`src/mdio45_pkg.sv`:
```
// ----------------------------------------------------------------------------
// mdio45_pkg
// Shared types, register offsets and frame constants for the Clause 45
// management master register block.
// ----------------------------------------------------------------------------
package mdio45_pkg;

    localparam int MDC_HALF_PERIOD = 4;
    localparam int PREAMBLE_BITS   = 32;

    localparam logic [7:0] OFS_CMD    = 8'h61;
    localparam logic [7:0] OFS_DEV    = 8'h62;
    localparam logic [7:0] OFS_PORT   = 8'h63;
    localparam logic [7:0] OFS_REG_HI = 8'h64;
    localparam logic [7:0] OFS_REG_LO = 8'h65;
    localparam logic [7:0] OFS_WD_HI  = 8'h66;
    localparam logic [7:0] OFS_WD_LO  = 8'h67;
    localparam logic [7:0] OFS_RD_HI  = 8'h68;
    localparam logic [7:0] OFS_RD_LO  = 8'h69;

    localparam logic [7:0]  DIV_LIMIT    = 8'(MDC_HALF_PERIOD);
    localparam logic [6:0]  BIT_TA_SAMPLE = 7'(PREAMBLE_BITS + 15);
    localparam logic [6:0]  BIT_DATA_FIRST = 7'(PREAMBLE_BITS + 16);
    localparam logic [6:0]  BIT_RELEASE  = 7'(PREAMBLE_BITS + 14);
    localparam logic [6:0]  FRAME_LEN    = 7'(PREAMBLE_BITS + 32);
    localparam logic [63:0] PRE_MASK     = ~({64{1'b1}} >> PREAMBLE_BITS);

    localparam logic [1:0] OP_ADDRESS = 2'd0;

    typedef enum logic [1:0] {
        CMD_READ  = 2'd0,
        CMD_WRITE = 2'd1,
        CMD_TICK  = 2'd2,
        CMD_NOP   = 2'd3
    } cmd_kind_t;

    typedef enum logic [3:0] {
        REG_NONE,
        REG_CMD,
        REG_DEV,
        REG_PORT,
        REG_REG_HI,
        REG_REG_LO,
        REG_WD_HI,
        REG_WD_LO,
        REG_RD_HI,
        REG_RD_LO
    } reg_sel_t;

    typedef struct packed {
        cmd_kind_t  kind;
        reg_sel_t   sel;
        logic [7:0] data;
        logic       line;
    } cmd_t;

    function automatic logic [63:0] build_frame(
        input logic [1:0]  opcode,
        input logic [4:0]  port,
        input logic [4:0]  dev,
        input logic [1:0]  ta,
        input logic [15:0] data
    );
        logic [31:0] w;
        w = {2'b00, opcode, port, dev, ta, data};
        return PRE_MASK | ({32'd0, w} << (32 - PREAMBLE_BITS));
    endfunction

endpackage

```
`src/mdio45_front.sv`:
```
// ----------------------------------------------------------------------------
// mdio45_front
// Classifies an incoming beat into an operation kind and a decoded register
// select, ready for the command queue.
// ----------------------------------------------------------------------------
module mdio45_front (
    input  logic [1:0]      mode,
    input  logic [7:0]      reg_offset,
    input  logic [7:0]      write_byte,
    input  logic            mdio_in,
    output mdio45_pkg::cmd_t cmd
);

    mdio45_pkg::cmd_kind_t kind;
    mdio45_pkg::reg_sel_t  sel;

    always_comb begin
        case (mode)
            mdio45_pkg::CMD_READ:  kind = mdio45_pkg::CMD_READ;
            mdio45_pkg::CMD_WRITE: kind = mdio45_pkg::CMD_WRITE;
            mdio45_pkg::CMD_TICK:  kind = mdio45_pkg::CMD_TICK;
            default:               kind = mdio45_pkg::CMD_NOP;
        endcase
    end

    always_comb begin
        case (reg_offset)
            mdio45_pkg::OFS_CMD:    sel = mdio45_pkg::REG_CMD;
            mdio45_pkg::OFS_DEV:    sel = mdio45_pkg::REG_DEV;
            mdio45_pkg::OFS_PORT:   sel = mdio45_pkg::REG_PORT;
            mdio45_pkg::OFS_REG_HI: sel = mdio45_pkg::REG_REG_HI;
            mdio45_pkg::OFS_REG_LO: sel = mdio45_pkg::REG_REG_LO;
            mdio45_pkg::OFS_WD_HI:  sel = mdio45_pkg::REG_WD_HI;
            mdio45_pkg::OFS_WD_LO:  sel = mdio45_pkg::REG_WD_LO;
            mdio45_pkg::OFS_RD_HI:  sel = mdio45_pkg::REG_RD_HI;
            mdio45_pkg::OFS_RD_LO:  sel = mdio45_pkg::REG_RD_LO;
            default:                sel = mdio45_pkg::REG_NONE;
        endcase
    end

    assign cmd = '{kind: kind, sel: sel, data: write_byte, line: mdio_in};

endmodule

```
`src/mdio45_queue.sv`:
```
// ----------------------------------------------------------------------------
// mdio45_queue
// Two-entry command queue between the classifier and the execution stage.
// ----------------------------------------------------------------------------
module mdio45_queue (
    input  logic             aclk,
    input  logic             aresetn,
    input  logic             push_valid,
    output logic             push_ready,
    input  mdio45_pkg::cmd_t push_cmd,
    output logic             pop_valid,
    input  logic             pop_ready,
    output mdio45_pkg::cmd_t pop_cmd
);

    mdio45_pkg::cmd_t entry_reg [2];
    logic             wr_ptr_reg;
    logic             rd_ptr_reg;
    logic [1:0]       count_reg;
    logic             push;
    logic             pop;

    assign push_ready = (count_reg != 2'd2);
    assign pop_valid  = (count_reg != 2'd0);
    assign pop_cmd    = entry_reg[rd_ptr_reg];
    assign push       = push_valid && push_ready;
    assign pop        = pop_valid && pop_ready;

    always_ff @(posedge aclk) begin
        if (!aresetn) begin
            wr_ptr_reg <= 1'b0;
            rd_ptr_reg <= 1'b0;
            count_reg  <= 2'd0;
        end else begin
            if (push) begin
                wr_ptr_reg <= ~wr_ptr_reg;
            end
            if (pop) begin
                rd_ptr_reg <= ~rd_ptr_reg;
            end
            case ({push, pop})
                2'b10:   count_reg <= count_reg + 2'd1;
                2'b01:   count_reg <= count_reg - 2'd1;
                default: count_reg <= count_reg;
            endcase
        end
    end

    always_ff @(posedge aclk) begin
        if (push) begin
            entry_reg[wr_ptr_reg] <= push_cmd;
        end
    end

endmodule

```
`src/mdio45_back.sv`:
```
// ----------------------------------------------------------------------------
// mdio45_back
// Register file, frame shifter and MDC divider. Holds the result beat in an
// output register; executes one queued command per cycle unless back-pressured.
// ----------------------------------------------------------------------------
module mdio45_back (
    input  logic             aclk,
    input  logic             aresetn,
    input  logic             cmd_valid,
    output logic             cmd_ready,
    input  mdio45_pkg::cmd_t cmd,
    output logic             m_valid,
    input  logic             m_ready,
    output logic [7:0]       m_read_byte,
    output logic             m_mdc,
    output logic             m_mdio_out,
    output logic             m_mdio_drive,
    output logic [1:0]       m_port_select,
    output logic             m_busy_res
);

    logic [4:0]  port_addr_reg,  port_addr_next;
    logic [4:0]  dev_addr_reg,   dev_addr_next;
    logic [1:0]  opcode_reg,     opcode_next;
    logic [1:0]  if_sel_reg,     if_sel_next;
    logic [15:0] reg_addr_reg,   reg_addr_next;
    logic [15:0] wdata_reg,      wdata_next;
    logic [15:0] rdata_reg,      rdata_next;
    logic        busy_reg,       busy_next;
    logic        rvalid_reg,     rvalid_next;
    logic [63:0] shift_reg,      shift_next;
    logic [6:0]  bit_cnt_reg,    bit_cnt_next;
    logic [7:0]  div_cnt_reg,    div_cnt_next;
    logic        clk_lvl_reg,    clk_lvl_next;
    logic        ta_reg,         ta_next;

    logic        out_valid_reg;
    logic [7:0]  read_byte_reg,  read_byte_next;
    logic        mdio_out_reg,   mdio_out_next;
    logic        drive_reg,      drive_next;

    logic        pop;
    logic [7:0]  div_inc;
    logic [6:0]  bit_inc;
    logic        start_rd;
    logic [15:0] start_data;

    assign cmd_ready = !out_valid_reg || m_ready;
    assign pop       = cmd_valid && cmd_ready;
    assign div_inc   = div_cnt_reg + 8'd1;
    assign bit_inc   = bit_cnt_reg + 7'd1;
    assign start_rd  = cmd.data[5];
    assign start_data = start_rd ? 16'd0 :
                        ((cmd.data[5:4] == mdio45_pkg::OP_ADDRESS) ? reg_addr_reg : wdata_reg);

    always_comb begin
        port_addr_next = port_addr_reg;
        dev_addr_next  = dev_addr_reg;
        opcode_next    = opcode_reg;
        if_sel_next    = if_sel_reg;
        reg_addr_next  = reg_addr_reg;
        wdata_next     = wdata_reg;
        rdata_next     = rdata_reg;
        busy_next      = busy_reg;
        rvalid_next    = rvalid_reg;
        shift_next     = shift_reg;
        bit_cnt_next   = bit_cnt_reg;
        div_cnt_next   = div_cnt_reg;
        clk_lvl_next   = clk_lvl_reg;
        ta_next        = ta_reg;
        read_byte_next = 8'd0;

        case (cmd.kind)
            mdio45_pkg::CMD_READ: begin
                case (cmd.sel)
                    mdio45_pkg::REG_CMD:
                        read_byte_next = {2'b00, opcode_reg, if_sel_reg, busy_reg, rvalid_reg};
                    mdio45_pkg::REG_DEV:    read_byte_next = {3'd0, dev_addr_reg};
                    mdio45_pkg::REG_PORT:   read_byte_next = {3'd0, port_addr_reg};
                    mdio45_pkg::REG_REG_HI: read_byte_next = reg_addr_reg[15:8];
                    mdio45_pkg::REG_REG_LO: read_byte_next = reg_addr_reg[7:0];
                    mdio45_pkg::REG_WD_HI:  read_byte_next = wdata_reg[15:8];
                    mdio45_pkg::REG_WD_LO:  read_byte_next = wdata_reg[7:0];
                    mdio45_pkg::REG_RD_HI:  read_byte_next = rdata_reg[15:8];
                    mdio45_pkg::REG_RD_LO:  read_byte_next = rdata_reg[7:0];
                    default:                read_byte_next = 8'd0;
                endcase
            end
            mdio45_pkg::CMD_WRITE: begin
                if (!busy_reg) begin
                    case (cmd.sel)
                        mdio45_pkg::REG_CMD: begin
                            opcode_next = cmd.data[5:4];
                            if_sel_next = cmd.data[3:2];
                            if (cmd.data[6]) begin
                                shift_next = mdio45_pkg::build_frame(cmd.data[5:4],
                                    port_addr_reg, dev_addr_reg,
                                    start_rd ? 2'b00 : 2'b10, start_data);
                                bit_cnt_next = 7'd0;
                                div_cnt_next = 8'd0;
                                clk_lvl_next = 1'b0;
                                ta_next      = 1'b1;
                                rvalid_next  = 1'b0;
                                busy_next    = 1'b1;
                            end
                        end
                        mdio45_pkg::REG_DEV:    dev_addr_next  = cmd.data[4:0];
                        mdio45_pkg::REG_PORT:   port_addr_next = cmd.data[4:0];
                        mdio45_pkg::REG_REG_HI: reg_addr_next  = {cmd.data, reg_addr_reg[7:0]};
                        mdio45_pkg::REG_REG_LO: reg_addr_next  = {reg_addr_reg[15:8], cmd.data};
                        mdio45_pkg::REG_WD_HI:  wdata_next     = {cmd.data, wdata_reg[7:0]};
                        mdio45_pkg::REG_WD_LO:  wdata_next     = {wdata_reg[15:8], cmd.data};
                        default: ;
                    endcase
                end
            end
            mdio45_pkg::CMD_TICK: begin
                if (busy_reg) begin
                    if (div_inc < mdio45_pkg::DIV_LIMIT) begin
                        div_cnt_next = div_inc;
                    end else begin
                        div_cnt_next = 8'd0;
                        if (!clk_lvl_reg) begin
                            clk_lvl_next = 1'b1;
                            if (opcode_reg[1]) begin
                                if (bit_cnt_reg == mdio45_pkg::BIT_TA_SAMPLE) begin
                                    ta_next = cmd.line;
                                end else if (bit_cnt_reg >= mdio45_pkg::BIT_DATA_FIRST) begin
                                    rdata_next = {rdata_reg[14:0], cmd.line};
                                end
                            end
                        end else begin
                            clk_lvl_next = 1'b0;
                            shift_next   = {shift_reg[62:0], 1'b0};
                            bit_cnt_next = bit_inc;
                            if (bit_inc >= mdio45_pkg::FRAME_LEN) begin
                                busy_next    = 1'b0;
                                bit_cnt_next = 7'd0;
                                if (opcode_reg[1] && !ta_reg) begin
                                    rvalid_next = 1'b1;
                                end
                            end
                        end
                    end
                end
            end
            default: ;
        endcase

        drive_next    = busy_next &&
                        (!opcode_next[1] || (bit_cnt_next < mdio45_pkg::BIT_RELEASE));
        mdio_out_next = drive_next && shift_next[63];
    end

    always_ff @(posedge aclk) begin
        if (!aresetn) begin
            port_addr_reg <= 5'd0;
            dev_addr_reg  <= 5'd0;
            opcode_reg    <= 2'd0;
            if_sel_reg    <= 2'd0;
            reg_addr_reg  <= 16'd0;
            wdata_reg     <= 16'd0;
            rdata_reg     <= 16'd0;
            busy_reg      <= 1'b0;
            rvalid_reg    <= 1'b0;
            shift_reg     <= 64'd0;
            bit_cnt_reg   <= 7'd0;
            div_cnt_reg   <= 8'd0;
            clk_lvl_reg   <= 1'b0;
            ta_reg        <= 1'b1;
            out_valid_reg <= 1'b0;
        end else begin
            if (pop) begin
                port_addr_reg <= port_addr_next;
                dev_addr_reg  <= dev_addr_next;
                opcode_reg    <= opcode_next;
                if_sel_reg    <= if_sel_next;
                reg_addr_reg  <= reg_addr_next;
                wdata_reg     <= wdata_next;
                rdata_reg     <= rdata_next;
                busy_reg      <= busy_next;
                rvalid_reg    <= rvalid_next;
                shift_reg     <= shift_next;
                bit_cnt_reg   <= bit_cnt_next;
                div_cnt_reg   <= div_cnt_next;
                clk_lvl_reg   <= clk_lvl_next;
                ta_reg        <= ta_next;
                out_valid_reg <= 1'b1;
            end else if (m_ready) begin
                out_valid_reg <= 1'b0;
            end
        end
    end

    // Result beat payload
    always_ff @(posedge aclk) begin
        if (pop) begin
            read_byte_reg <= read_byte_next;
            mdio_out_reg  <= mdio_out_next;
            drive_reg     <= drive_next;
        end
    end

    assign m_valid       = out_valid_reg;
    assign m_read_byte   = read_byte_reg;
    assign m_mdc         = clk_lvl_reg;
    assign m_mdio_out    = mdio_out_reg;
    assign m_mdio_drive  = drive_reg;
    assign m_port_select = if_sel_reg;
    assign m_busy_res    = busy_reg;

endmodule

```
`src/mdio_clause45_master_regs.sv`:
```
// ----------------------------------------------------------------------------
// mdio_clause45_master_regs
// Byte-wide register window with a Clause 45 MDIO master behind it.
// ----------------------------------------------------------------------------
// Each input beat is a register read or write, one clock tick or a no-op; each
// yields exactly one result beat reporting the read byte and the MDC/MDIO pin
// state after that beat. A new beat is taken every cycle while the queue has room:
// the classifier feeds a two-entry queue, and the execution stage retires one
// command per cycle into an output register, so each beat is registered in a
// queue entry and then in the output register; the sustained rate is one beat
// per cycle, limited only by the result side taking beats. Writing the start
// bit at offset 0x61 while idle launches a 64-bit frame; MDC toggles every
// MDC_HALF_PERIOD ticks and register writes are dropped while busy.
module mdio_clause45_master_regs (
    input  logic       aclk,
    input  logic       aresetn,
    input  logic       s_valid,
    output logic       s_ready,
    input  logic [1:0] s_mode,
    input  logic [7:0] s_reg_offset,
    input  logic [7:0] s_write_byte,
    input  logic       s_mdio_in,
    output logic       m_valid,
    input  logic       m_ready,
    output logic [7:0] m_read_byte,
    output logic       m_mdc,
    output logic       m_mdio_out,
    output logic       m_mdio_drive,
    output logic [1:0] m_port_select,
    output logic       m_busy_res
);

    mdio45_pkg::cmd_t in_cmd;
    mdio45_pkg::cmd_t q_cmd;
    logic             q_valid;
    logic             q_ready;

    mdio45_front u_front (
        .mode       (s_mode),
        .reg_offset (s_reg_offset),
        .write_byte (s_write_byte),
        .mdio_in    (s_mdio_in),
        .cmd        (in_cmd)
    );

    mdio45_queue u_queue (
        .aclk       (aclk),
        .aresetn    (aresetn),
        .push_valid (s_valid),
        .push_ready (s_ready),
        .push_cmd   (in_cmd),
        .pop_valid  (q_valid),
        .pop_ready  (q_ready),
        .pop_cmd    (q_cmd)
    );

    mdio45_back u_back (
        .aclk          (aclk),
        .aresetn       (aresetn),
        .cmd_valid     (q_valid),
        .cmd_ready     (q_ready),
        .cmd           (q_cmd),
        .m_valid       (m_valid),
        .m_ready       (m_ready),
        .m_read_byte   (m_read_byte),
        .m_mdc         (m_mdc),
        .m_mdio_out    (m_mdio_out),
        .m_mdio_drive  (m_mdio_drive),
        .m_port_select (m_port_select),
        .m_busy_res    (m_busy_res)
    );

endmodule

```
`config.mk`:
```
export PLATFORM = sky130hd
export DESIGN_NAME = mdio_clause45_master_regs
export DESIGN_NICKNAME = d
export VERILOG_FILES = /design/src/mdio45_pkg.sv /design/src/mdio45_front.sv /design/src/mdio45_queue.sv /design/src/mdio45_back.sv /design/src/mdio_clause45_master_regs.sv
export SDC_FILE = /design/constraint.sdc
export NUM_CORES = 1
export LEC_CHECK = 0
export BUFFER_PORTS_ARGS = -buffer_cell sky130_fd_sc_hd__buf_2
export CAP_MARGIN = 30
export CORE_ASPECT_RATIO = 2
export CORE_MARGIN = 3
export CORE_UTILIZATION = 61
export DETAILED_ROUTE_END_ITERATION = 8
export HOLD_SLACK_MARGIN = 0.08
export MAX_ROUTING_LAYER = met4
export PLACE_DENSITY = 0.8
export SLEW_MARGIN = 10
export SYNTH_ARGS = -nofsm -noshare
export SYNTH_HDL_FRONTEND = slang
export SYNTH_HIERARCHICAL = 1
export SYNTH_SLANG_ARGS = --single-unit
```
`constraint.sdc`:
```
create_clock -name aclk -period 3.8 [get_ports aclk]
set_input_delay 0.19 -clock aclk [delete_from_list [all_inputs] [get_ports aclk]]
set_output_delay 0.19 -clock aclk [all_outputs]
set_load 0.02 [all_outputs]
```
==> impl_results.rst <==
.. list-table::
   :header-rows: 1

   * - Metric
     - Value
   * - Crit path required time
     - 4.16 ns
   * - Combined area of all synthesized cells
     - 8770 um2
   * - Max Root-Sink Buffers
     - 2
   * - Cell area after placement
     - 8970 um2
   * - Worst IR Drop VDD
     - 0.438 mV
   * - Core outline area
     - 14000 um2
   * - RePlAce Congestion
     - 0.970
   * - Warnings, synthesis
     - 6
   * - Average cell area after synthesis
     - 9.20 um2
   * - Fraction of layout instances using a drive strength above 1
     - 14.2%
   * - Total of flip-flops plus latches after synthesis
     - 191
   * - Post-CTS Repair Setup Buffers
     - 0
   * - Detailed Place HPWL
     - 15400 um
   * - Clock transition at path regs
     - 0.08 ns
   * - Slowest cell on the critical path
     - sky130_fd_sc_hd__dfxtp_1
   * - Number of core rows
     - 61
   * - Clock tree from TritonCTS
     - yes
   * - IO buf count
     - 38
   * - GRT Util Overall
     - 28.4%
   * - Remaining antenna violation count
     - 0
   * - Clock sink count
     - 191
   * - Final hold viol count
     - 0
   * - Starting density of the core
     - 62.8%
   * - Die outline width
     - 90.8 um
   * - H-Tree Level Count
     - 4
   * - Synthesized Nets
     - 983
   * - Syn Inst Count
     - 953
   * - Crit path buf inv count
     - 3
   * - Unrepaired setup endpoints after global routing
     - false
   * - Final design instance area without fill
     - 9730 um2
   * - Number of synthesized flops with an enable pin
     - 40
   * - Crit path time final
     - 3.48 ns
   * - Max frequency
     - 287 MHz
   * - Global-route wire length before repair
     - 35200 um
   * - Number of global-route vias before repair
     - 6988
   * - Post-Route WL
     - 21700 um
   * - Reported max-cap violation count
     - 0
   * - Resized cells post-CTS
     - 0
   * - Setup violations, final
     - 0
   * - Post-synthesis cell type count
     - 83
   * - Delay of the slowest cell on the worst path
     - 0.51 ns
   * - NumNets Final
     - 1000
   * - DRC violation count after routing
     - 0
   * - CP endpoint kind
     - register
   * - Die Ht
     - 176 um
   * - Average wire length per cell after detail routing
     - 18.5 um
   * - Insertion delay of the later-clocked pin in the worst-skew pair
     - 0.44 ns
   * - Initial antenna violation count
     - 0
   * - IO Pins
     - 39
   * - Async S/R FF share, synth
     - 0%
   * - Area of the die
     - 15900 um2
   * - Path class of the lowest-slack min-delay path
     - input pin to register
   * - Area grow syn2layout
     - 11.0%
   * - Relative max-transition margin
     - 41.1%
   * - Startpoint types
     - register
   * - Critical path arrival
     - 3.84 ns
   * - Hold-fix buffer count after cts
     - 15
   * - DR vias
     - 7164
   * - Static leakage power
     - 3.28 nW
   * - Largest net degree at the start of global routing
     - 57
   * - Number of DRC markers after the initial detailed-route iteration
     - 406
   * - Category of the most critical setup path
     - register to register
   * - Pre-Repair DR Iteration Count
     - 5
   * - Crit-path cells
     - mux2_2 > inv_1 > ha_1 > inv_1 > nor3_1 > o21ai_1 > nor3_4 > nand3_2 > buf_4 > o21ai_1
   * - Status
     - completed
   * - Global route total overflow
     - 0
   * - Max Transition Viols Final
     - 0
   * - Family of cells with the greatest summed delay on the critical path
     - simple AND/OR/NAND/NOR gates
   * - Final worst clock skew
     - 0.0116 ns
   * - Power density of the placed cells
     - 572 nW/um2
   * - Most used flip-flop cell after synthesis
     - sky130_fd_sc_hd__dfxtp_1
   * - CP Max Fanout
     - 18
   * - Crit share post-route
     - 91.6%
   * - Number of flip-flops under the largest register name
     - 64
   * - Total negative slack
     - 0 ns
   * - Total CTS buffers
     - 17
   * - Clock root buffer
     - sky130_fd_sc_hd__clkbuf_16
   * - Pin slew with the least headroom to its limit
     - 0.878 ns
   * - Part of the Yosys area used for sequential elements
     - 48.2%
   * - Number of antenna diodes
     - 0
   * - DR vias/cell
     - 6.11
power by group:
| part | switching (mW) | internal [mW] | total [mW] |
|---|---|---|---|
| Combinational | 0.956 | 0.453 | 1.41 |
| Clock | 0.916 | 0.917 | 1.83 |
| Sequential | 0.0954 | 2.23 | 2.32 |
| Total | 1.97 | 3.60 | 5.57 |
layout by cell type, fill, tap and decap left out, types with 8 or more instances in the layout:
| cell | Yosys | final |
|---|---|---|
| sky130_fd_sc_hd__clkbuf_16 | 0 | 17 |
| sky130_fd_sc_hd__buf_2 | 9 | 38 |
| sky130_fd_sc_hd__mux2_2 | 20 | 20 |
| sky130_fd_sc_hd__inv_1 | 16 | 15 |
| sky130_fd_sc_hd__mux2i_1 | 52 | 52 |
| sky130_fd_sc_hd__dlygate4sd3_1 | 0 | 15 |
| sky130_fd_sc_hd__dfxtp_1 | 151 | 151 |
| sky130_fd_sc_hd__buf_4 | 13 | 14 |
| sky130_fd_sc_hd__nand3_1 | 29 | 29 |
| sky130_fd_sc_hd__nor3_1 | 19 | 19 |
| sky130_fd_sc_hd__a22oi_1 | 17 | 17 |
| sky130_fd_sc_hd__nor2_1 | 77 | 76 |
| sky130_fd_sc_hd__nand2_1 | 146 | 146 |
| sky130_fd_sc_hd__nand2b_1 | 8 | 8 |
| sky130_fd_sc_hd__edfxtp_1 | 40 | 40 |
| sky130_fd_sc_hd__a21oi_1 | 104 | 104 |
| sky130_fd_sc_hd__o21ai_0 | 13 | 13 |
| sky130_fd_sc_hd__o21ai_1 | 60 | 60 |
| sky130_fd_sc_hd__nor2b_1 | 10 | 10 |
Yosys cell counts (all sizes together) (6+ instances only):
| cell | number | area share [%] |
|---|---|---|
| dfxtp | 151 | 34 |
| nand2 | 146 | 6.3 |
| a21oi | 104 | 5.9 |
| nor2 | 78 | 3.5 |
| o21ai | 73 | 4.2 |
| mux2i | 52 | 5.9 |
| clkbuf | 40 | 1.7 |
| edfxtp | 40 | 14 |
| buf | 31 | 2.7 |
| nand3 | 30 | 1.8 |
| mux2 | 21 | 2.7 |
| nor3 | 21 | 1.4 |
| a22oi | 17 | 1.5 |
| inv | 16 | 0.68 |
| nor2b | 10 | 0.71 |
| nand2b | 8 | 0.57 |
| and3 | 7 | 0.53 |
| ha | 7 | 1.0 |
| a211oi | 6 | 0.57 |
| a32oi | 6 | 0.77 |
cell type report:
cell class,count,area (um2)
clock buffer,17,425
clock inverter,15,193
fill,1106,4230
inverter,16,60.1
multi-input combinational,675,4110
sequential,191,4220
tap,189,236
timing repair buffer,69,485
logic make-up (layout without fill, tap and decap cells):
logic type,count (synthesis),in the layout,share of synthesized area [%]
AOI/OAI and AO/OA,258,258,18.5
xor gates and xnor gates,5,5,0.499
adders and majority gates,7,7,0.999
buffers and inverters,87,117,5.11
DFF,191,191,48.2
muxes,73,73,8.63
and+or+nand+nor,332,332,18.1
worst paths after layout:
check             cells after the start                  endpoint  slack [ns]            startpoint
setup reg to reg                     10      u_back/shift_reg[17]        0.32              register
setup / recovery                     10      u_back/shift_reg[17]        0.32              register
hold reg to reg                       2      u_back/shift_reg[14]        0.45  u_back/shift_reg[14]
hold / removal                        2  u_queue/entry_reg[1][11]        0.10       s_reg_offset[3]
metrics by stage:
stage	std cells	util (%)	hold WS, ns	setup slack, ns	total power, mW
after global placement	1125	64.2	0.377	0.534	3.73
after CTS	1172	69.7	0.0852	0.322	5.59
final	1172	69.7	0.104	0.321	5.57
after detailed placement	1125	64.2	0.381	0.368	3.75
after global routing	1172	69.7	0.0928	0.0216	5.81
after floorplan	953	-	0.312	0.941	3.37
per-layer routing:
layer	vias up	GRT usage, %	part of all wire, %
met4	0	20.0	7.5
met5	-	-	0
met2	260	47.8	51
met1	3384	30.1	37
met3	109	4.63	4.3
li1	3411	-	-
(Power assumes the default switching activity.)
